[config.mk]
export PLATFORM = sky130hd
export DESIGN_NAME = bzp_queue
export DESIGN_NICKNAME = d
export VERILOG_FILES = /design/src/hdl/bzp_pkg.sv /design/src/hdl/bzp_queue.sv
export SDC_FILE = /design/constraint.sdc
export NUM_CORES = 1
export LEC_CHECK = 0
export BUFFER_PORTS_ARGS = -buffer_cell sky130_fd_sc_hd__buf_2
export CORE_AREA = 4 4 327 329
export CTS_CLUSTER_DIAMETER = 60
export DETAILED_ROUTE_END_ITERATION = 6
export DIE_AREA = 0 0 331 333
export PLACE_DENSITY_LB_ADDON = 0.2
export SLEW_MARGIN = 0
export SYNTH_ARGS = -nofsm -noshare
export SYNTH_HDL_FRONTEND = slang
export SYNTH_SLANG_ARGS = --single-unit
[constraint.sdc]
create_clock -name clk -period 52.1 [get_ports clk]
set_input_delay 5.21 -clock clk [delete_from_list [all_inputs] [get_ports clk]]
set_output_delay 5.21 -clock clk [all_outputs]
set_load 0.005 [all_outputs]
[src/hdl/bzp_pkg.sv]
package bzp_pkg;

  localparam int unsigned CoordW = 32;
  localparam int unsigned PointW = 34;
  localparam int unsigned StepW  = 6;
  localparam int unsigned ParW   = 17;
  localparam int unsigned WtW    = 51;
  localparam int unsigned AccW   = 84;
  localparam int unsigned FracSh = 48;

  typedef logic signed [PointW-1:0] point_t;

  typedef struct packed {
    point_t [3:0][2:0] pt;
    logic [StepW-1:0]  steps;
  } job_t;

  typedef enum logic [2:0] {
    B_IDLE,
    B_DIV,
    B_WT1,
    B_WT2,
    B_MAC,
    B_OUT
  } back_state_t;

endpackage

[src/hdl/bzp_queue.sv]
module bzp_queue (
  input  logic          clk,
  input  logic          rst_n,
  input  logic          push,
  input  bzp_pkg::job_t push_job,
  output logic          full,
  input  logic          pop,
  output logic          avail,
  output bzp_pkg::job_t pop_job
);

  bzp_pkg::job_t slot_r [2];
  logic          wr_r;
  logic          rd_r;
  logic [1:0]    cnt_r;

  assign full    = cnt_r == 2'd2;
  assign avail   = cnt_r != 2'd0;
  assign pop_job = slot_r[rd_r];

  always_ff @(posedge clk) begin
    if (push) begin
      slot_r[wr_r] <= push_job;
    end
  end

  always_ff @(posedge clk) begin
    if (!rst_n) begin
      wr_r  <= 1'b0;
      rd_r  <= 1'b0;
      cnt_r <= 2'd0;
    end else begin
      if (push) begin
        wr_r <= ~wr_r;
      end
      if (pop) begin
        rd_r <= ~rd_r;
      end
      cnt_r <= cnt_r + {1'b0, push} - {1'b0, pop};
    end
  end

endmodule

==> impl_metrics.yaml, run 1 <==
setup_path:
  path_class: "register to output port"
  cp-end-kind: "output port"
  rrSetupSlack_ns: 48.84
  arrival_ns: 4.05
  worstPathMaxFanout: 73
  start_kind: "register"
  worstPathRequired_ns: 46.89
synth:
  synth_top_cell_area_share_pct: 82.22
  synth_top_area_cell: "edfxtp_1"
  synth-seq-cells: 833
  ys_seq_area_share_pct: 82.55
  synth_area_leaders: "edfxtp_1, mux2_2, buf_6, dfxtp_1, and2_1"
  syn_nets: 1729
  yosysWarnings: 0
  yosysUniqueCellTypes: 13
  syn_area_per_cell_um2: 23.10
  syn_inst: 1309
  syn_area_um2: 30240
finish:
  multi_input_area_um2: 4792
  seq_area_um2: 24970
  syn2layout_area_growth_pct: 28.08
  nets: 2626
  fillers: 9749
  drive_gt1_share_pct: 61.25
placed_design:
  hpwlAfterDp_mm: 55.06
  dp_slack_ns: 43.37
  place_congestion: 0.7997
  port_buffers: 833
power_and_ir_drop:
  irDropWorstVdd_uv: 27.38
  swShare_pct: 21.87
  power_density_nw_per_um2: 39.67
  power_frac_seq_pct: 51.2
  clkPwrFrac_pct: 39.7
  p_leak_nw: 14.19
  power.internal_mw: 1.200
  p_comb_share_pct: 9.2
  power_switching_uw: 336.0
clock_tree:
  worstSkewPairLatency_ns: 0.64
  cts_hold_buffers: 0
  clk_path_buf_depth: 3
  cts_buffers: 95
  cts_setup_buffers: 0
  cts-resized-gates: 0
  cts_root_buf: "clkbuf_16"
  cts_tree: "built"
  h-tree-depth: 3
  clock-sinks: 833
  clk_pin_slew_ns: 0.05
sta:
  fin_setup_tns_ns: 0
  hold_viol: 0
  final.period_utilization_pct: 17.78
  skew_ns: 0.02173
  grt_setup_unrepaired: "false"
  worst_slew_pin_slew_ns: 1.057
  relSlewSlack_pct: 29.55
  finalMaxSlewViolations: 0
  finalWorstSetupSlack_ns: 42.84
  fmax_mhz: 107.9
  finalCriticalPeriod_ns: 9.264
  finalSetupViolCount: 0
route:
  vias_per_cell: 4.231
  num_vias: 15560
  ant_nets: 0
  routed_wl_mm: 78.62
  remaining_drc_errors: 0
  routedWlPerCell_um: 21.38
  drtIter0Drc: 757
  dr.pass1.iters: 4
global_routing:
  antenna_found_initial: 34
  gr-total-overflow: 0
  grt_pass1_wl_mm: 111.0
  grt_usage_pct: 13.55
  grt_max_degree: 154
  grt_pass1_vias: 16940
die:
  row_count: 118
  core_um2: 103500
  die_w_um: 331
  num_io_pins: 834
  die_h_um: 333
  start_util_pct: 29.22
  die_area_um2: 110200
outcome:
  status: "finished clean"
min_path:
  hold_class: "register to register"
job:
  max-cap-violations: 0
-- worst paths after layout --
check	from	end	cells past startpoint
worst max-delay path	register	pop_job[155]	4
worst min-delay path	rd_r	register	2
worst max register to register	wr_r	slot_r[1][175]	3
worst min register to register	rd_r	register	2
-- worst max-delay path, stage by stage (launching register included) --
cell	delay [ns]
dfxtp_4	1.03
buf_4	0.79
buf_4	0.85
mux2_2	0.44
buf_2	0.13
-- cells in the final DEF, fill, tap and decap left out --
master,Yosys,final
nor2b_4,0,1
clkbuf_1,0,19
clkinv_2,0,16
clkbuf_16,0,99
dfxtp_4,0,1
clkinv_4,0,2
and2_4,0,1
inv_1,2,2
xor2_1,1,1
bufinv_16,0,2
buf_2,5,833
and2_1,4,3
buf_12,0,4
ha_1,2,2
diode_2,0,21
or2_2,1,1
dfxtp_1,5,4
buf_4,0,9
xnor3_1,1,1
mux2_2,414,414
inv_6,0,6
inv_8,0,1
o21a_1,1,1
nor2b_1,4,3
clkinvlp_4,0,4
clkinv_1,0,18
edfxtp_1,828,828
-- logic make-up (layout without fill, tap and decap cells) --
family	Yosys count	after routing	share of synthesized area [%]
buffers and inverters	48	1015	1.634
other	0	21	0
adder cells (fa/ha/maj)	2	2	0.08274
flip-flops	833	833	82.55
AND/OR/NAND/NOR	9	9	0.1862
multiplexers	414	414	15.42
XOR/XNOR	2	2	0.1034
AO/OA/AOI/OAI	1	1	0.02483
-- flip-flops by register name (all words and copies together) (netlist names), named ones only --
register and count:
cnt_r 2, wr_r 1, slot_r 828, rd_r 1
-- cell usage after synthesis --
library cell and n:
buf_6 41, ha_1 2, mux2_2 414, nor2b_1 4, o21a_1 1, xnor3_1 1
xor2_1 1, and2_1 4, buf_2 5, dfxtp_1 5, edfxtp_1 828, inv_1 2
or2_2 1
-- metrics by stage --
step	total power, mW	cells	area [um^2]	hold WS (ns)	util (%)
after floorplan	0.8880	1309	30240	0.5546	-
final	1.536	3677	38730	0.5716	37.42
after detailed placement	0.9453	3489	35810	0.5653	34.60
after CTS	1.566	3656	38680	0.5754	37.37
after global routing	1.603	3663	38700	0.6091	37.39
after global placement	0.9422	3489	35810	0.5591	34.60
-- routing by layer --
metal	global-route usage, %	wire, um
met3	6.010	8380
met1	13.64	26850
met4	4.046	1921
met5	0	131
met2	25.00	41330
-- cell type report --
type                    count  share of cell area (%)
diodes                     21                  0.1357
clock buffers             118                   6.581
clock inverters            49                  0.8238
inverters                   2                 0.01938
multi-input cells         428                   12.37
flip-flops and latches    833                   64.46
well taps                1380                   4.458
repair buffers            846                   11.15
-- power groups by stage --
stage	logic, mW	clock network (mW)	registers, mW
global route	0.154	0.661	0.788
global placement	0.143	0	0.799
floorplan	0.0739	0	0.814
CTS	0.146	0.633	0.786
finish	0.141	0.610	0.786
detailed placement	0.145	0	0.800
No activity file was read; power rests on OpenSTA's default activity.
==> run 2: changes to the inputs <==
Settings changed: ABC_AREA set to 1.
Clock period 52.1 ns to 8 ns, I/O delays scaled along.
==> impl_metrics.yaml, run 2 <==
synth:
  synth_top_cell_area_share_pct: 82.23
  yosysWarnings: 0
  synth_top_area_cell: "edfxtp_1"
  syn_nets: 1741
  synth-edff-count: 828
  yosysMostFrequentCell: "edfxtp_1"
  synth-seq-cells: 833
  synth_area_leaders: "edfxtp_1, mux2_2, buf_6, dfxtp_1, nand2_1"
  synth-main-ff-cell: "edfxtp_1"
  syn_area_per_cell_um2: 22.89
  yosysUniqueCellTypes: 11
  synth_common_cells: "edfxtp_1, mux2_2, buf_6"
  syn_inst: 1321
  ys_async_sr_fraction_pct: 0
  ys_seq_area_share_pct: 82.56
  syn_area_um2: 30240
setup_path:
  crit_path_top_delay_cell: "dfxtp_4"
  worstPathMaxFanout: 132
  path_class: "register to output port"
  start_kind: "register"
  cp_slowest_stage_delay_ns: 0.81
  arrival_ns: 3.33
  worstPathRequired_ns: 7.20
  path_cells: "buf_12, buf_4, mux2_2, buf_2"
  cp-end-kind: "output port"
clock_tree:
  clk_path_buf_depth: 3
  cts_setup_buffers: 0
  h-tree-depth: 3
  cts_hold_buffers: 0
  cts_tree: "built"
  clock-sinks: 833
  cts-resized-gates: 0
  cts_root_buf: "clkbuf_16"
  cts_buffers: 93
  worstSkewPairLatency_ns: 0.64
  clk_pin_slew_ns: 0.06
finish:
  reg_top3: "slot_r (828), cnt_r (2)"
  nets: 2638
  largest_register_ffs: 828
  fillers: 9730
  final_common_cell: "buf_2"
  multi_input_area_um2: 4768
  drive_gt1_share_pct: 60.63
  largest_register: "slot_r"
  syn2layout_area_growth_pct: 28.11
  seq_area_um2: 24970
  final_cell_mix: "buf_2, edfxtp_1, mux2_2"
  final_core_util_pct: 37.43
global_routing:
  busiest_layer: "met2"
  grt_pass1_vias: 17170
  grt_pass1_wl_mm: 108.4
  grtUsageMet1_pct: 12.46
  grt_usage_pct: 13.25
  grt_max_degree: 165
  gr-total-overflow: 0
  antenna_found_initial: 42
  grtUsageMet2_pct: 24.31
  grt_util_met3_pct: 6.046
power_and_ir_drop:
  finalPower_mw: 9.888
  power_density_nw_per_um2: 255.2
  p_leak_nw: 14.21
  irDropWorstVdd_uv: 169.3
route:
  remaining_drc_errors: 0
  drtIter0Drc: 803
  ant_nets: 0
  num_vias: 15650
  routed_wl_mm: 77.18
  vias_per_cell: 4.234
  dr.pass1.iters: 4
  routedWlPerCell_um: 20.88
sta:
  skew_ns: 0.02679
  relSlewSlack_pct: 27.25
  grt_setup_unrepaired: "false"
  finalSetupViolCount: 0
  finalMaxSlewViolations: 0
  final.period_utilization_pct: 51.65
  holdWs_ns: 0.3373
  hold_viol: 0
  fmax_mhz: 242.0
  finalWorstSetupSlack_ns: 3.868
  fin_setup_tns_ns: 0
  worst_slew_pin_slew_ns: 1.091
  finalCriticalPeriod_ns: 4.132
die:
  row_count: 118
  start_util_pct: 29.22
  die_h_um: 333
  num_io_pins: 834
  core_um2: 103500
  die_area_um2: 110200
  die_w_um: 331
placed_design:
  hpwlAfterDp_mm: 55.04
  port_buffers: 833
  dp_slack_ns: 4.499
  place_congestion: 0.8113
min_path:
  hold_class: "primary input to register"
job:
  max-cap-violations: 0
outcome:
  status: "finished clean"
## run 2: through the flow
| step | std cells | instance area, um^2 |
|---|---|---|
| 2_1_floorplan | 1321 | 30250 |
| 3_5_place_dp | 3503 | 35850 |
| 5_1_grt | 3687 | 38720 |
| 3_3_place_gp | 3503 | 35850 |
| 6_report | 3696 | 38740 |
| 4_1_cts | 3666 | 38660 |
## run 2: logic make-up after synthesis
group / count (synthesis) / synth area share (%)
compound gates: 1 / 0.01654
flops: 833 / 82.56
simple gates: 18 / 0.2276
buf+inv: 53 / 1.697
mux: 414 / 15.42
fa+ha+maj: 2 / 0.08274
## run 2: routing by layer
layer | part of all wire [%] | vias to the layer above | wire length, um
met3 | 10 | 171 | 7957
met1 | 32 | 7724 | 24850
met5 | 0.18 | - | 139
li1 | - | 7117 | -
met4 | 3.9 | 22 | 2978
met2 | 53 | 616 | 41260
## run 2: worst paths after layout
| kind | slack [ns] | start | endpoint | cells past startpoint |
|---|---|---|---|---|
| max | 3.87 | register | pop_job[56] | 4 |
| min | 0.34 | push_job[128] | slot_r[0][128] | 1 |
| max reg2reg | 5.10 | wr_r | slot_r[1][32] | 4 |
| min reg2reg | 0.50 | rd_r | rd_r | 2 |
## run 2: critical path: cells and delay by family, from the launching register on
family | cells | cell delay (ns)
muxes | 1 | 0.39
buffers and inverters | 3 | 1.11
DFF | 1 | 0.81
## run 2: power by group
part / switching, mW / leakage (nW) / internal (mW)
Combinational: 0.428 / 5.02 / 0.391
Clock: 1.64 / 1.38 / 2.30
Sequential: 0.0573 / 7.81 / 5.07
## run 2: cell type report
class | instances | area share [%]
sequential | 833 | 64.45
multi-input combinational | 435 | 12.31
antenna | 30 | 0.1938
inverter | 7 | 0.07752
tap | 1380 | 4.457
clock inverter | 43 | 0.8850
timing repair buffer | 848 | 11.25
clock buffer | 120 | 6.379
==> run 3: changes to the inputs <==
Clock period 8 ns to 3.7 ns, I/O delays scaled along.
==> impl_metrics.yaml, run 3 (synthesis results as in run 2) <==
sta:
  finalCriticalPeriod_ns: 2.805
  finalWorstSetupSlack_ns: 0.8953
  hold_viol: 0
  finalSetupViolCount: 0
  finalMaxSlewViolations: 0
  worst_slew_pin_slew_ns: 0.9588
  skew_ns: 0.01863
  fmax_mhz: 356.5
  final.period_utilization_pct: 75.80
  grt_setup_unrepaired: "false"
  relSlewSlack_pct: 36.08
clock_tree:
  clk_path_buf_depth: 3
  cts_buffers: 97
  clock-sinks: 833
  cts_root_buf: "clkbuf_16"
  cts_tree: "built"
  worstSkewPairLatency_ns: 0.66
  h-tree-depth: 3
  cts-resized-gates: 0
  clk_pin_slew_ns: 0.06
die:
  num_io_pins: 834
  die_area_um2: 110200
  start_util_pct: 29.22
  core_um2: 103500
  row_count: 118
  die_w_um: 331
  die_h_um: 333
min_path:
  min_to: "wr_r"
  whs_path_depth: 3
  hold_class: "primary input to register"
  hold_start: "push"
setup_path:
  r2r-start: "wr_r"
  cp_slowest_stage_delay_ns: 0.58
  start_kind: "register"
  path_class: "register to output port"
  worstPathMaxFanout: 54
  crit_top_cell: "buf_12"
  worstPathRequired_ns: 3.33
  crit_family: "buffers and inverters"
  r2r_end: "slot_r[1][179]"
  arrival_ns: 2.43
  crit_buf_inv: 3
  path_cells: "buf_12, buf_12, mux2_2, buf_2"
  rr_worst_depth: 4
  rrSetupSlack_ns: 1.86
  cp-end-kind: "output port"
  crit_path_top_delay_cell: "dfxtp_4"
power_and_ir_drop:
  p_leak_nw: 16.23
  finalPower_mw: 22.43
  power_density_nw_per_um2: 516.9
  irDropWorstVdd_uv: 401.0
finish:
  drive_gt1_share_pct: 52.26
  syn2layout_area_growth_pct: 43.51
  largest_register: "slot_r"
  final_area_um2: 43390
  reg_top3: "slot_r (828), cnt_r (2)"
  nets: 3082
  layout.cells.non_filler: 4132
  final_cell_mix: "buf_2, edfxtp_1, dlygate4sd3_1"
  final_core_util_pct: 41.93
  largest_register_ffs: 828
  final_common_cell: "buf_2"
placed_design:
  placed_area_um2: 36120
  dp_slack_ns: 1.516
  dp_cells: 3527
  place_congestion: 0.8234
  hpwlAfterDp_mm: 59.04
  port_buffers: 833
route:
  remaining_drc_errors: 0
  num_vias: 17430
  drtIter0Drc: 862
  dr.pass1.iters: 5
  ant_nets: 0
  routed_wl_mm: 83.08
  routedWlPerCell_um: 20.11
  vias_per_cell: 4.219
global_routing:
  gr-total-overflow: 0
  antenna_found_initial: 7
  grt_usage_pct: 14.43
  grt_pass1_wl_mm: 120.0
  grt_max_degree: 139
  grt_pass1_vias: 19470
job:
  max-cap-violations: 0
outcome:
  status: "finished clean"
==> run 3: where the power goes <==
part           leakage [nW]  switching [mW]  internal [mW]  total (mW)
clock network          1.52            3.77           5.35        9.12
registers              7.81           0.111           10.9        11.1
logic                  6.90            1.08           1.16        2.25
total                  16.2            4.96           17.5        22.4
==> run 3: area by class of cell <==
class	instances	area (um^2)
Clock inverter	67	550.5
Sequential cell	833	24970
Inverter	7	42.54
Tap cell	1380	1727
Timing Repair Buffer	1288	8763
Clock buffer	116	2541
Fill cell	9387	60100
Multi-Input combinational cell	435	4785
Antenna cell	6	15.01
==> run 3: metal layers <==
| layer | global-route usage (%) | vias to the layer above | routed length [um] |
|---|---|---|---|
| met5 | 0 | - | 0 |
| met4 | 4.896 | 0 | 2622 |
| met3 | 5.087 | 146 | 6798 |
| met2 | 27.38 | 593 | 45130 |
| met1 | 14.48 | 8692 | 28530 |
| li1 | - | 8000 | - |
==> run 3: worst max-delay path by stage <==
stage          cells past startpoint  slack [ns]      endpoint
6_report                           4        0.90  pop_job[237]
5_1_grt                            4        0.74  pop_job[210]
4_1_cts                            4        0.77  pop_job[235]
3_5_place_dp                       4        1.52  pop_job[235]
3_3_place_gp                       4        1.53  pop_job[211]
2_1_floorplan                      2       -3.33  slot_r[1][0]
==> run 3: tightest hold or removal path: stages <==
cell and delay, ns:
buf_2 0.19, nor2_1 0.11, nor2_1 0.05
==> run 3: metrics by stage <==
| stage | TNS [ns] | hold WS, ns |
|---|---|---|
| 3_5_place_dp | 0 | 0.4923 |
| 3_3_place_gp | 0 | 0.4837 |
| 2_1_floorplan | -2707.26 | 0.4635 |
| 4_1_cts | 0 | 0.02448 |
| 5_1_grt | 0 | 0.06155 |
| 6_report | 0 | 0.08850 |
==> run 3: what timing repair did <==
| action | in CTS | in global routing |
|---|---|---|
| setup buffers | 0 | 0 |
| endpoints found under the hold margin | 833 | 0 |
| hold buffers | 416 | 0 |
| setup endpoints to repair | 0 | 0 |
