===== config.mk =====
export PLATFORM = sky130hd
export DESIGN_NAME = bzp_front
export DESIGN_NICKNAME = d
export VERILOG_FILES = /design/src/hdl/bzp_pkg.sv /design/src/hdl/bzp_front.sv
export SDC_FILE = /design/constraint.sdc
export NUM_CORES = 1
export LEC_CHECK = 0
export ABC_CLOCK_PERIOD_IN_PS = 17400
export BUFFER_PORTS_ARGS = -buffer_cell sky130_fd_sc_hd__buf_2
export CAP_MARGIN = 20
export CORE_UTILIZATION = 45
export DETAILED_ROUTE_END_ITERATION = 16
export PLACE_DENSITY = 0.77
export SLEW_MARGIN = 15
export SYNTH_ARGS = -nofsm -noshare
export SYNTH_HDL_FRONTEND = slang
export SYNTH_SLANG_ARGS = --single-unit
export TNS_END_PERCENT = 20

===== constraint.sdc =====
create_clock -name clk -period 17.4 [get_ports clk]
set_input_delay 0.87 -clock clk [delete_from_list [all_inputs] [get_ports clk]]
set_output_delay 0.87 -clock clk [all_outputs]
set_load 0.01 [all_outputs]

===== src/hdl/bzp_pkg.sv =====
package bzp_pkg;

  localparam int unsigned CoordW = 32;
  localparam int unsigned PointW = 34;
  localparam int unsigned StepW  = 6;
  localparam int unsigned ParW   = 17;
  localparam int unsigned WtW    = 51;
  localparam int unsigned AccW   = 84;
  localparam int unsigned FracSh = 48;

  typedef logic signed [PointW-1:0] point_t;

  typedef struct packed {
    point_t [3:0][2:0] pt;
    logic [StepW-1:0]  steps;
  } job_t;

  typedef enum logic [2:0] {
    B_IDLE,
    B_DIV,
    B_WT1,
    B_WT2,
    B_MAC,
    B_OUT
  } back_state_t;

endpackage


===== src/hdl/bzp_front.sv =====
module bzp_front (
  input  logic                              clk,
  input  logic                              rst_n,
  input  logic                              in_valid,
  output logic                              in_ready,
  input  logic signed [bzp_pkg::CoordW-1:0] in_way_x,
  input  logic signed [bzp_pkg::CoordW-1:0] in_way_y,
  input  logic signed [bzp_pkg::CoordW-1:0] in_way_z,
  input  logic [bzp_pkg::StepW-1:0]         steps,
  input  logic                              q_full,
  output logic                              q_push,
  output bzp_pkg::job_t                     q_job
);

  logic signed [bzp_pkg::CoordW-1:0] hist_r [3][3];
  logic [2:0]                        idx_r;
  logic [2:0]                        idx_nxt;
  logic                              acc_in;
  logic                              emit;
  logic signed [bzp_pkg::CoordW-1:0] fresh [3];

  assign fresh[0] = in_way_x;
  assign fresh[1] = in_way_y;
  assign fresh[2] = in_way_z;

  assign in_ready = !q_full;
  assign acc_in   = in_valid && in_ready;
  assign emit     = (idx_r == 3'd3) || (idx_r[2] && idx_r[0]);
  assign q_push   = acc_in && emit;

  always_comb begin
    q_job.steps = steps;
    for (int c = 0; c < 3; c++) begin
      if (idx_r == 3'd3) begin
        q_job.pt[0][c] = bzp_pkg::PointW'(hist_r[0][c]);
        q_job.pt[1][c] = bzp_pkg::PointW'(hist_r[1][c]);
      end else begin
        q_job.pt[0][c] = bzp_pkg::PointW'(hist_r[1][c]);
        q_job.pt[1][c] = (bzp_pkg::PointW'(hist_r[1][c]) <<< 1)
                         - bzp_pkg::PointW'(hist_r[0][c]);
      end
      q_job.pt[2][c] = bzp_pkg::PointW'(hist_r[2][c]);
      q_job.pt[3][c] = bzp_pkg::PointW'(fresh[c]);
    end
  end

  always_comb begin
    if (!idx_r[2]) begin
      idx_nxt = idx_r + 3'd1;
    end else begin
      idx_nxt = {2'b10, ~idx_r[0]};
    end
  end

  always_ff @(posedge clk) begin
    if (!rst_n) begin
      idx_r <= 3'd0;
      for (int k = 0; k < 3; k++) begin
        for (int c = 0; c < 3; c++) begin
          hist_r[k][c] <= '0;
        end
      end
    end else if (acc_in) begin
      idx_r <= idx_nxt;
      for (int c = 0; c < 3; c++) begin
        hist_r[0][c] <= hist_r[1][c];
        hist_r[1][c] <= hist_r[2][c];
        hist_r[2][c] <= fresh[c];
      end
    end
  end

endmodule


==> impl_results.md, run 1 <==
- Status: finished clean
- CTS sink cnt: 291
- Largest net degree at the start of global routing: 120
- Floorplan die area: 0.0447 sq mm
- Fmax: 0.187 GHz
- Hold buffer count at cts: 0
- Post-DP Area: 0.0210 sq mm
- Share of cells above drive strength 1: 25.3%
- Leak: 11.0 nW
- Initial antenna violation count: 1
- CTS tree: built
- CP required: 16.53 ns
- Tcrit/Tclk final: 30.8%
- Mapped cell area: 0.0197 sq mm
- Routed WL: 56200 um
- Most common cell after layout, fill and taps aside: buf_2
- Asr flop ratio synth: 0%
- Total CTS buffers: 35
- H-tree depth: 2
- Die Span Y: 211 um
- PostCTS Resize Cnt: 0
- Setup TNS: 0 ns
- Final min period: 5.35 ns
- Initial Util: 45.7%
- Clk pin slew, worst setup/hold paths: 0.06 ns
- DP Wirelength: 40600 um
- Root Driver: clkbuf_16
- Final nets: 2528
- Core Footprint: 0.0432 sq mm
- HP Class: flop to flop
- Critical Setup Path Class: flop to output pin
- Ports: 522
- CP Launch Type: flop
- Synth cell types: 71
- Mapped Cells: 2105
- Slew @ Worst Pin: 1.08 ns
- Final setup viols: 0
- Starting DRT DRC Count: 1490
- Router iterations before antenna repair: 5
- Synth Warn #: 0
- Synth-to-Final Area Change: 12.7%
- Setup crit end kind: output pin
- Post-route ant nets: 0
- GPL Wtd Cong: 0.952
- EDFF count, synth: 288
- Final instance area: 0.0222 sq mm
- Final Skew: 0.0145 ns
- Max Cap Viol: 0
- Worst-Skew Late Latency: 0.54 ns
- Worst rel slew slack: 28.3%
- Final hold viol count: 0
- Syn nets: 2311
- Routed WL per cell: 19.2 um
- Worst vdd ir: 0.0609 mV
- First-pass GRT wire length: 84200 um
- Buffer levels on the longest clock path: 3
- ANT cells: 0
- Vias in the first global route: 15317
- Hold Slack: 0.491 ns
- Power per cell area: 98.2 mW/mm^2
- Total GRT Usage: 24.1%
- Sequential Area: 0.00871 sq mm
- #FFs+latches synth: 291
- CP arrival: 4.48 ns
- Post-CTS setup buffers: 0
- Most frequent cells in the layout: buf_2, and3_1, edfxtp_1
- Fill cell count: 3935
- Via count: 16360
- DR vias/cell: 5.58
- Grt ovf: 0
- Port bufs: 509
- Design Power: 0.00218 W
- RSZ-0062 raised after global routing: no
- Multi-input logic area: 0.00856 sq mm
- Mean Syn Cell Area: 9.37 sq um
- Top_reg_cell synth: edfxtp_1
- Row count: 76
- Final Max Slew Viols: 0
- Sequential area share after synthesis: 44.1%
- Drc violations: 0
- Crit-path max FO: 119
- Die width: 211 um
==> final timing paths <==
check                                    start                            to  depth (start not counted)  slack, ns
setup reg to reg  hist_r[0][287]$_SDFFCE_PN0P_  hist_r[0][191]$_SDFFCE_PN0P_                          1      16.38
setup / recovery         idx_r[0]$_SDFFE_PN0P_                    q_job[209]                         10      12.05
hold / removal           idx_r[1]$_SDFFE_PN0P_         idx_r[1]$_SDFFE_PN0P_                          2       0.49
hold reg to reg          idx_r[1]$_SDFFE_PN0P_         idx_r[1]$_SDFFE_PN0P_                          2       0.49
==> synthesized netlist by cell type, types with 4 or more instances <==
cell type | number | area share, %
clkbuf_1 | 118 | 2.2
o21a_1 | 10 | 0.38
buf_4 | 216 | 8.2
and2_1 | 12 | 0.38
edfxtp_1 | 288 | 44
xnor2_1 | 43 | 1.9
ha_1 | 97 | 6.2
a221oi_1 | 5 | 0.22
nand3_1 | 20 | 0.51
and3_1 | 292 | 9.3
nor2_1 | 95 | 1.8
mux2i_1 | 4 | 0.20
a21o_1 | 52 | 2.0
buf_1 | 6 | 0.11
nand2_1 | 217 | 4.1
a21boi_0 | 5 | 0.19
o21ai_0 | 146 | 3.7
nor2b_1 | 12 | 0.38
inv_1 | 110 | 2.1
a31oi_1 | 9 | 0.29
a21oi_1 | 136 | 3.4
nand4_1 | 14 | 0.44
o21bai_1 | 12 | 0.46
a211oi_1 | 12 | 0.46
o211ai_1 | 9 | 0.34
or3_1 | 5 | 0.16
o31ai_1 | 8 | 0.30
nand3b_1 | 6 | 0.23
xor2_1 | 38 | 1.7
o21ai_1 | 27 | 0.68
nand2b_1 | 12 | 0.38
nor3_1 | 14 | 0.36
==> final cells by class <==
class	instances	area share (%)
inverters	110	1.86
well taps	585	3.29
clock buffers	43	4.17
clock inverters	19	1.19
repair buffers	520	11.9
flip-flops and latches	291	39.2
multi-input cells	1364	38.5
==> critical path: stages, from the launching register on <==
cell	delay, ns
dfxtp_1	0.34
ha_1	0.26
nand2b_4	0.59
buf_4	0.88
buf_4	0.84
nand2_1	0.19
nor3_1	0.27
nand2b_1	0.09
nand3_1	0.09
a31o_2	0.12
buf_2	0.13
==> registers in the layout (all words and copies together), names as in the netlist <==
register and cells:
hist_r 288, idx_r 3
==> per-stage QoR <==
stage | std cells | setup slack, ns | utilization, %
floorplan | 2105 | 9.22 | -
global placement | 2870 | 12.79 | 48.7
detailed placement | 2870 | 12.69 | 48.7
CTS | 2932 | 12.08 | 51.5
global route | 2932 | 11.60 | 51.5
finish | 2932 | 12.05 | 51.5
==> power by group <==
group / internal [W] / leakage [nW] / switching, W / total [W]
clock: 0.000470 / 0.574 / 0.000301 / 0.000770
sequential: 0.000822 / 3.06 / 0.0000337 / 0.000856
combinational: 0.000217 / 7.32 / 0.000340 / 0.000557
total: 0.00151 / 11.0 / 0.000675 / 0.00218
==> layer usage <==
metal / GRT usage (%) / up-vias / part of all wire (%)
li1: - / 7736 / -
met4: 9.80 / 2 / 3.4
met1: 31.8 / 7751 / 41
met5: 0 / - / 0.014
met3: 3.72 / 120 / 7.6
met2: 39.6 / 751 / 48
==> cell families (layout without fill, tap and decap cells) <==
family | count (synthesis) | count (layout) | share of synthesized area, %
muxes | 4 | 4 | 0.203
AOI/OAI and AO/OA | 469 | 469 | 14.5
buffers and inverters | 450 | 692 | 12.7
DFF | 291 | 291 | 44.1
xor gates and xnor gates | 81 | 81 | 3.60
and+or+nand+nor | 710 | 710 | 18.5
adders and majority gates | 100 | 100 | 6.46
Note: power is estimated with default switching activity, not from simulation.
==> inputs of run 2 (changes only) <==
ABC_CLOCK_PERIOD_IN_PS = 5100   (was 17400)
clock period = 5.1 ns   (was 17.4 ns; I/O delays follow)
==> run 2 against run 1 <==
Compared with the run above: first-iteration DRC count decreased by 2.1%; worst hold slack worse by 0.45 ns; power rose to 3.3 times the previous value; global-route usage fell by 0.59 points; critical path depth is 1 higher; combinational power grew to 3.4 times the previous value; setup slack got worse by 11 ns; register-to-register slack worse by 12 ns; non-clock buffer count increased by 2; clock power increased to 3.1 times the previous value; largest power group unchanged; highest routed layer unchanged.
==> impl_results.md, run 2 (synthesized netlist as in run 1, its figures left out) <==
- Setup TNS: 0 ns (unchanged)
- Grt ovf: 0 (unchanged)
- Util after Layout: 51.3% (-0.25 points)
- Leak: 10.9 nW (-0.47%)
- Hold buffer count at cts: 0 (unchanged)
- Die Span Y: 211 um (unchanged)
- R2R depth: 1 (unchanged)
- End of the worst register-to-register path: hist_r[0][191]$_SDFFCE_PN0P_
- Share of cells above drive strength 1: 25.1% (-0.26 points)
- Via count: 16327 (-0.20%)
- HP Class: input port to flop
- PostCTS Resize Cnt: 0 (unchanged)
- Largest net degree at the start of global routing: 206 (+72%)
- Clock share of power: 32.8% (-2.5 points)
- Routed WL: 55100 um (-2.0%)
- Net switching power: 0.00226 W (+230%)
- Vias in the first global route: 15204 (-0.74%)
- Crit-path max FO: 5 (-96%)
- Worst vdd ir: 0.280 mV (+360%)
- Slowest stage delay, CP: 0.46 ns (-0.42 ns)
- Fill cell count: 3975 (+1.0%)
- Most frequent cells in the layout: buf_2, and3_1, edfxtp_1
- CTS tree: built
- Status: finished clean
- First-pass GRT wire length: 83100 um (-1.2%)
- CTS sink cnt: 291 (unchanged)
- Final nets: 2529 (+0.040%)
- Critical Setup Path Class: flop to output pin
- Worst setup startpoint: hist_r[0][160]$_SDFFCE_PN0P_
- Family with the most delay on the worst path: compound AO/OA/AOI/OAI gates
- CP arrival: 3.68 ns (-0.80 ns)
- Tcrit/Tclk final: 77.1%
- Slew @ Worst Pin: 1.03 ns (-0.0445 ns)
- Final min period: 3.93 ns
- R2r startpoint: hist_r[0][287]$_SDFFCE_PN0P_
- Worst rel slew slack: 31.1% (+2.8 points)
- Slowest CP cell: edfxtp_1
- Top reg by flops: hist_r
- Total CTS buffers: 34 (-2.9%)
- Clk pin slew, worst setup/hold paths: 0.06 ns (about the same)
- Fmax: 0.254 GHz
- Initial antenna violation count: 3 (+2)
- Core Footprint: 0.0432 sq mm (unchanged)
- Buffer levels on the longest clock path: 3 (unchanged)
- Root Driver: clkbuf_16
- Final setup viols: 0 (unchanged)
- Net Sw Frac: 31.5% (+0.60 points)
- Starting DRT DRC Count: 1458 (-2.1%)
- Synth-to-Final Area Change: 12.2%
- DR vias/cell: 5.57 (-0.24%)
- Final Skew: 0.0185 ns (+0.00407 ns)
- Hold Crit Depth: 2 (unchanged)
- Max Cap Viol: 0 (unchanged)
- Total GRT Usage: 23.5% (-0.59 points)
- DP Wirelength: 39800 um (-2.0%)
- Routed WL per cell: 18.8 um (-2.0%)
- Most numerous cell on the critical path: a211oi_1
- Power per cell area: 324 mW/mm^2 (+230%)
- CP cell instances: fa_1, a211oi_1, o21a_1, o31ai_2, o311a_1, a211oi_1, nand3b_1, o31a_1, xor2_1, a21oi_1, buf_2
- Die width: 211 um (unchanged)
- CP Capture Point: q_job[138]
- GPL Wtd Cong: 0.947 (-0.47%)
- CP required: 4.85 ns (-11.68 ns)
- WP depth: 11 (+1)
- Most common cell after layout, fill and taps aside: buf_2
- Post-CTS setup buffers: 0 (unchanged)
- Setup crit end kind: output pin
- Comb pwr share: 26.6% (+1.1 points)
- Port bufs: 509 (unchanged)
- CP Launch Type: flop
- Largest regs: hist_r x288, idx_r x3
- Final Max Slew Viols: 0 (unchanged)
- Router iterations before antenna repair: 5 (unchanged)
- Max reg flops: 288 (unchanged)
- Power Internal: 0.00491 W (+230%)
- Row count: 76 (unchanged)
- H-tree depth: 2 (unchanged)
- Power share of the sequential group: 40.6% (+1.4 points)
- RSZ-0062 raised after global routing: no
- Worst-Skew Late Latency: 0.52 ns (-0.02 ns)
- Drc violations: 0 (unchanged)
- CP bufs+invs: 1 (-2)
- Ports: 522 (unchanged)
- Final hold viol count: 0 (unchanged)
- Initial Util: 45.7% (unchanged)
- Post-route ant nets: 0 (unchanged)
- Floorplan die area: 0.0447 sq mm (unchanged)
- R2r setup slk: 4.08 ns (-12.30 ns)
-- run 2: cell count changes in the layout (fill, tap and decap cells not counted) --
cell | before | now
clkbuf_1 | 7 | 11
diode_2 | 0 | 1
clkinv_8 | 1 | 0
clkinvlp_4 | 2 | 1
clkbuf_16 | 36 | 35
clkinv_2 | 4 | 3
bufinv_16 | 6 | 2
clkinv_1 | 4 | 6
buf_12 | 0 | 2
-- run 2: how the worst min path moves through the flow --
stage | startpoint | end | slack (ns)
after floorplan | idx_r[1]$_SDFFE_PN0P_ | idx_r[1]$_SDFFE_PN0P_ | 0.44
after global placement | idx_r[1]$_SDFFE_PN0P_ | idx_r[1]$_SDFFE_PN0P_ | 0.45
after detailed placement | idx_r[1]$_SDFFE_PN0P_ | idx_r[1]$_SDFFE_PN0P_ | 0.47
after CTS | in_way_x[12] | hist_r[0][268]$_SDFFCE_PN0P_ | 0.005
after global routing | in_way_y[4] | hist_r[0][228]$_SDFFCE_PN0P_ | 0.03
final | in_way_y[17] | hist_r[0][241]$_SDFFCE_PN0P_ | 0.04
-- run 2: power by group through the flow --
stage,Sequential (W),Clock [W],Combinational [W]
global placement,0.00295,0,0.00185
CTS,0.00291,0.00240,0.00190
detailed placement,0.00296,0,0.00188
floorplan,0.00293,0,0.00133
global route,0.00293,0.00248,0.00207
finish,0.00291,0.00235,0.00191
-- run 2: stage by stage --
step | area, sq um | hold WS [ns] | setup slack, ns | instances | total power [W]
after floorplan | 19700 | 0.445 | 0.448 | 2105 | 0.00426
after CTS | 22100 | 0.00470 | 1.15 | 2932 | 0.00721
final | 22100 | 0.0440 | 1.17 | 2933 | 0.00717
after global placement | 21100 | 0.453 | 1.80 | 2872 | 0.00481
after global routing | 22100 | 0.0254 | 0.836 | 2932 | 0.00748
after detailed placement | 21100 | 0.469 | 1.74 | 2872 | 0.00484
-- run 2: area by class of cell --
| class | count | area, sq um | share of cell area, % |
|---|---|---|---|
| sequential | 291 | 8710 | 39.3 |
| multi-input combinational | 1364 | 8560 | 38.7 |
| timing repair buffer | 522 | 2680 | 12.1 |
| clock buffer | 46 | 917 | 4.14 |
| tap | 585 | 732 | 3.31 |
| inverter | 110 | 413 | 1.87 |
| clock inverter | 14 | 123 | 0.554 |
| antenna | 1 | 2.50 | 0.0113 |
-- run 2: routing by layer --
metal / wire length, um / GRT usage [%] / vias up
li1: - / - / 7740
met1: 23300 / 30.7 / 7882
met2: 26700 / 39.2 / 623
met3: 3690 / 4.32 / 80
met4: 1450 / 7.92 / 2
met5: 13 / 0 / -
==> inputs of run 3 (changes only) <==
ABC_CLOCK_PERIOD_IN_PS = 4100   (was 5100)
clock period = 4.1 ns   (was 5.1 ns; I/O delays follow)
==> run 3 against run 2 <==
Compared with the run above: combinational power increased by 28%; first-iteration DRC count increased by 5.4%; clock skew decreased by 0.0012 ns; non-clock buffer count increased by 91; critical path depth unchanged; cell area increased by 4.4%; worst hold slack got worse by 0.022 ns.
==> impl_results.md, run 3 (synthesized netlist as in run 1, its figures left out) <==
- Initial Util: 45.7% (unchanged)
- Highest metal used: met4
- Largest net degree at the start of global routing: 148 (-28%)
- Hold Slack: 0.0218 ns (-0.0222 ns)
- Starting DRT DRC Count: 1537 (+5.4%)
- Power Internal: 0.00621 W (+26%)
- Largest regs: hist_r x288, idx_r x3
- CP Launch Type: flop
- Fmax: 0.257 GHz
- Met3 Wirelength: 4090 um (+11%)
- DR vias/cell: 5.51 (-0.97%)
- First-pass GRT wire length: 86100 um (+3.6%)
- Placed Instances: 2878 (+0.21%)
- Synth-to-Final Area Change: 17.1%
- Final nets: 2621 (+3.6%)
- Most common cell after layout, fill and taps aside: buf_2
- Total CTS buffers: 35 (+2.9%)
- Critical Setup Path Class: flop to output pin
- Buffer levels on the longest clock path: 3 (unchanged)
- CTS tree: built
- Share of cells above drive strength 1: 24.8% (-0.24 points)
- Met2 wire len: 27400 um (+2.7%)
- Clock share of power: 33.2% (+0.4 points)
- Total GRT Usage: 24.4% (+0.82 points)
- M1 WL: 23400 um (+0.47%)
- Die Span Y: 211 um (unchanged)
- CP arrival: 3.68 ns (about the same)
- Via count: 16665 (+2.1%)
- CTS sink cnt: 291 (unchanged)
- HP Class: input port to flop
- Final Skew: 0.0173 ns (-0.00123 ns)
- Setup TNS: 0 ns (unchanged)
- Root Driver: clkbuf_16
- Core Footprint: 0.0432 sq mm (unchanged)
- Top reg by flops: hist_r
- Net Sw Frac: 31.6% (+0.047 points)
- Comb pwr share: 26.9% (+0.3 points)
- Worst-Skew Late Latency: 0.54 ns (+0.02 ns)
- Vias in the first global route: 15855 (+4.3%)
- Die width: 211 um (unchanged)
- Final hold viol count: 0 (unchanged)
- Power share of the sequential group: 39.9% (-0.7 points)
- Setup crit end kind: output pin
- Final setup viols: 0 (unchanged)
- Status: finished clean
- Crit-path max FO: 5 (unchanged)
- Final Max Slew Viols: 0 (unchanged)
- RSZ-0062 raised after global routing: no
- Worst vdd ir: 0.395 mV (+41%)
- Clk pin slew, worst setup/hold paths: 0.06 ns (about the same)
- Power per cell area: 392 mW/mm^2 (+21%)
- Tcrit/Tclk final: 94.8%
- Worst rel slew slack: 34.2% (+3.1 points)
- Ports: 522 (unchanged)
- Post-route ant nets: 0 (unchanged)
- ANT cells: 0 (-1)
- Drc violations: 0 (unchanged)
- Most frequent cells in the layout: buf_2, and3_1, edfxtp_1
- Routed WL per cell: 18.8 um (-0.20%)
- CP required: 3.89 ns (-0.96 ns)
- Final min period: 3.89 ns
- Slew @ Worst Pin: 0.987 ns (-0.0447 ns)
- R2r setup slk: 2.99 ns (-1.09 ns)
- Max Cap Viol: 0 (unchanged)
- DP Wirelength: 39900 um (+0.36%)
- Grt ovf: 0 (unchanged)
- H-tree depth: 2 (unchanged)
- Floorplan die area: 0.0447 sq mm (unchanged)
- Router iterations before antenna repair: 6 (+1)
- Routed WL: 56700 um (+2.9%)
- Non-filler cells, final: 3023 (+3.1%)
- Net switching power: 0.00286 W (+27%)
- Row count: 76 (unchanged)
- Initial antenna violation count: 1 (-2)
- GPL Wtd Cong: 0.925 (-2.3%)
- Port bufs: 509 (unchanged)
- Max reg flops: 288 (unchanged)
- Leak: 11.3 nW (+3.9%)
run 3: cell count changes in the layout (fill, tap and decap cells not counted), sizes merged:
cell / delta
diode: -1
clkinv: +2
clkbuf: -4
dlygate4sd3: +85
inv: +2
buf: +6
run 3: power by group through the flow:
stage	Clock (W)	Sequential (W)	Combinational, W
2_1_floorplan	0	0.00363	0.00165
3_3_place_gp	0	0.00367	0.00231
3_5_place_dp	0	0.00368	0.00234
4_1_cts	0.00306	0.00362	0.00242
5_1_grt	0.00317	0.00364	0.00265
6_report	0.00301	0.00362	0.00244
run 3: worst paths after layout:
kind	from	end	cells after the start
worst max register to register	hist_r[0][287]$_SDFFCE_PN0P_	hist_r[0][191]$_SDFFCE_PN0P_	1
worst max-delay path	hist_r[0][96]$_SDFFCE_PN0P_	q_job[208]	11
worst min register to register	idx_r[1]$_SDFFE_PN0P_	idx_r[1]$_SDFFE_PN0P_	2
worst min-delay path	in_way_x[10]	hist_r[0][266]$_SDFFCE_PN0P_	2
run 3: per-stage QoR:
stage          area [sq um]  power [W]  utilization [%]  setup slack (ns)
3_5_place_dp          21200    0.00602             49.0             0.755
6_report              23100    0.00907             53.5             0.211
2_1_floorplan         19700    0.00529                -              1.11
4_1_cts               23100    0.00910             53.5             0.158
3_3_place_gp          21200    0.00598             49.0             0.863
5_1_grt               23100    0.00946             53.5           0.00996
run 3: per-layer routing:
metal	up-vias	GRT usage, %
li1	7905	-
met4	0	8.97
met3	110	4.20
met5	-	0
met1	7937	31.5
met2	713	40.8
run 3: cell type report:
type / instances / area (sq um)
clock buffer: 42 / 923
clock inverter: 18 / 161
fill: 3868 / 20100
inverter: 110 / 413
multi-input combinational: 1364 / 8580
sequential: 291 / 8710
tap: 585 / 732
timing repair buffer: 613 / 3600
run 3: repair_timing:
action | 4_1_cts | 5_1_grt
buffers inserted | 0 | 0
setup endpoints to repair | 0 | 4
gates resized for setup | 0 | 3
hold buffers | 85 | 0
endpoints found under the hold margin | 85 | 0
run 3: critical path, cell delays in order, from the launching register on:
cell	delay, ns
edfxtp_1	0.47
fa_1	0.47
a211oi_2	0.32
o211ai_1	0.15
nand2_2	0.10
a31oi_1	0.16
a41o_2	0.38
a211oi_4	0.31
o21ai_2	0.16
or3_1	0.39
nand4_1	0.07
buf_2	0.15
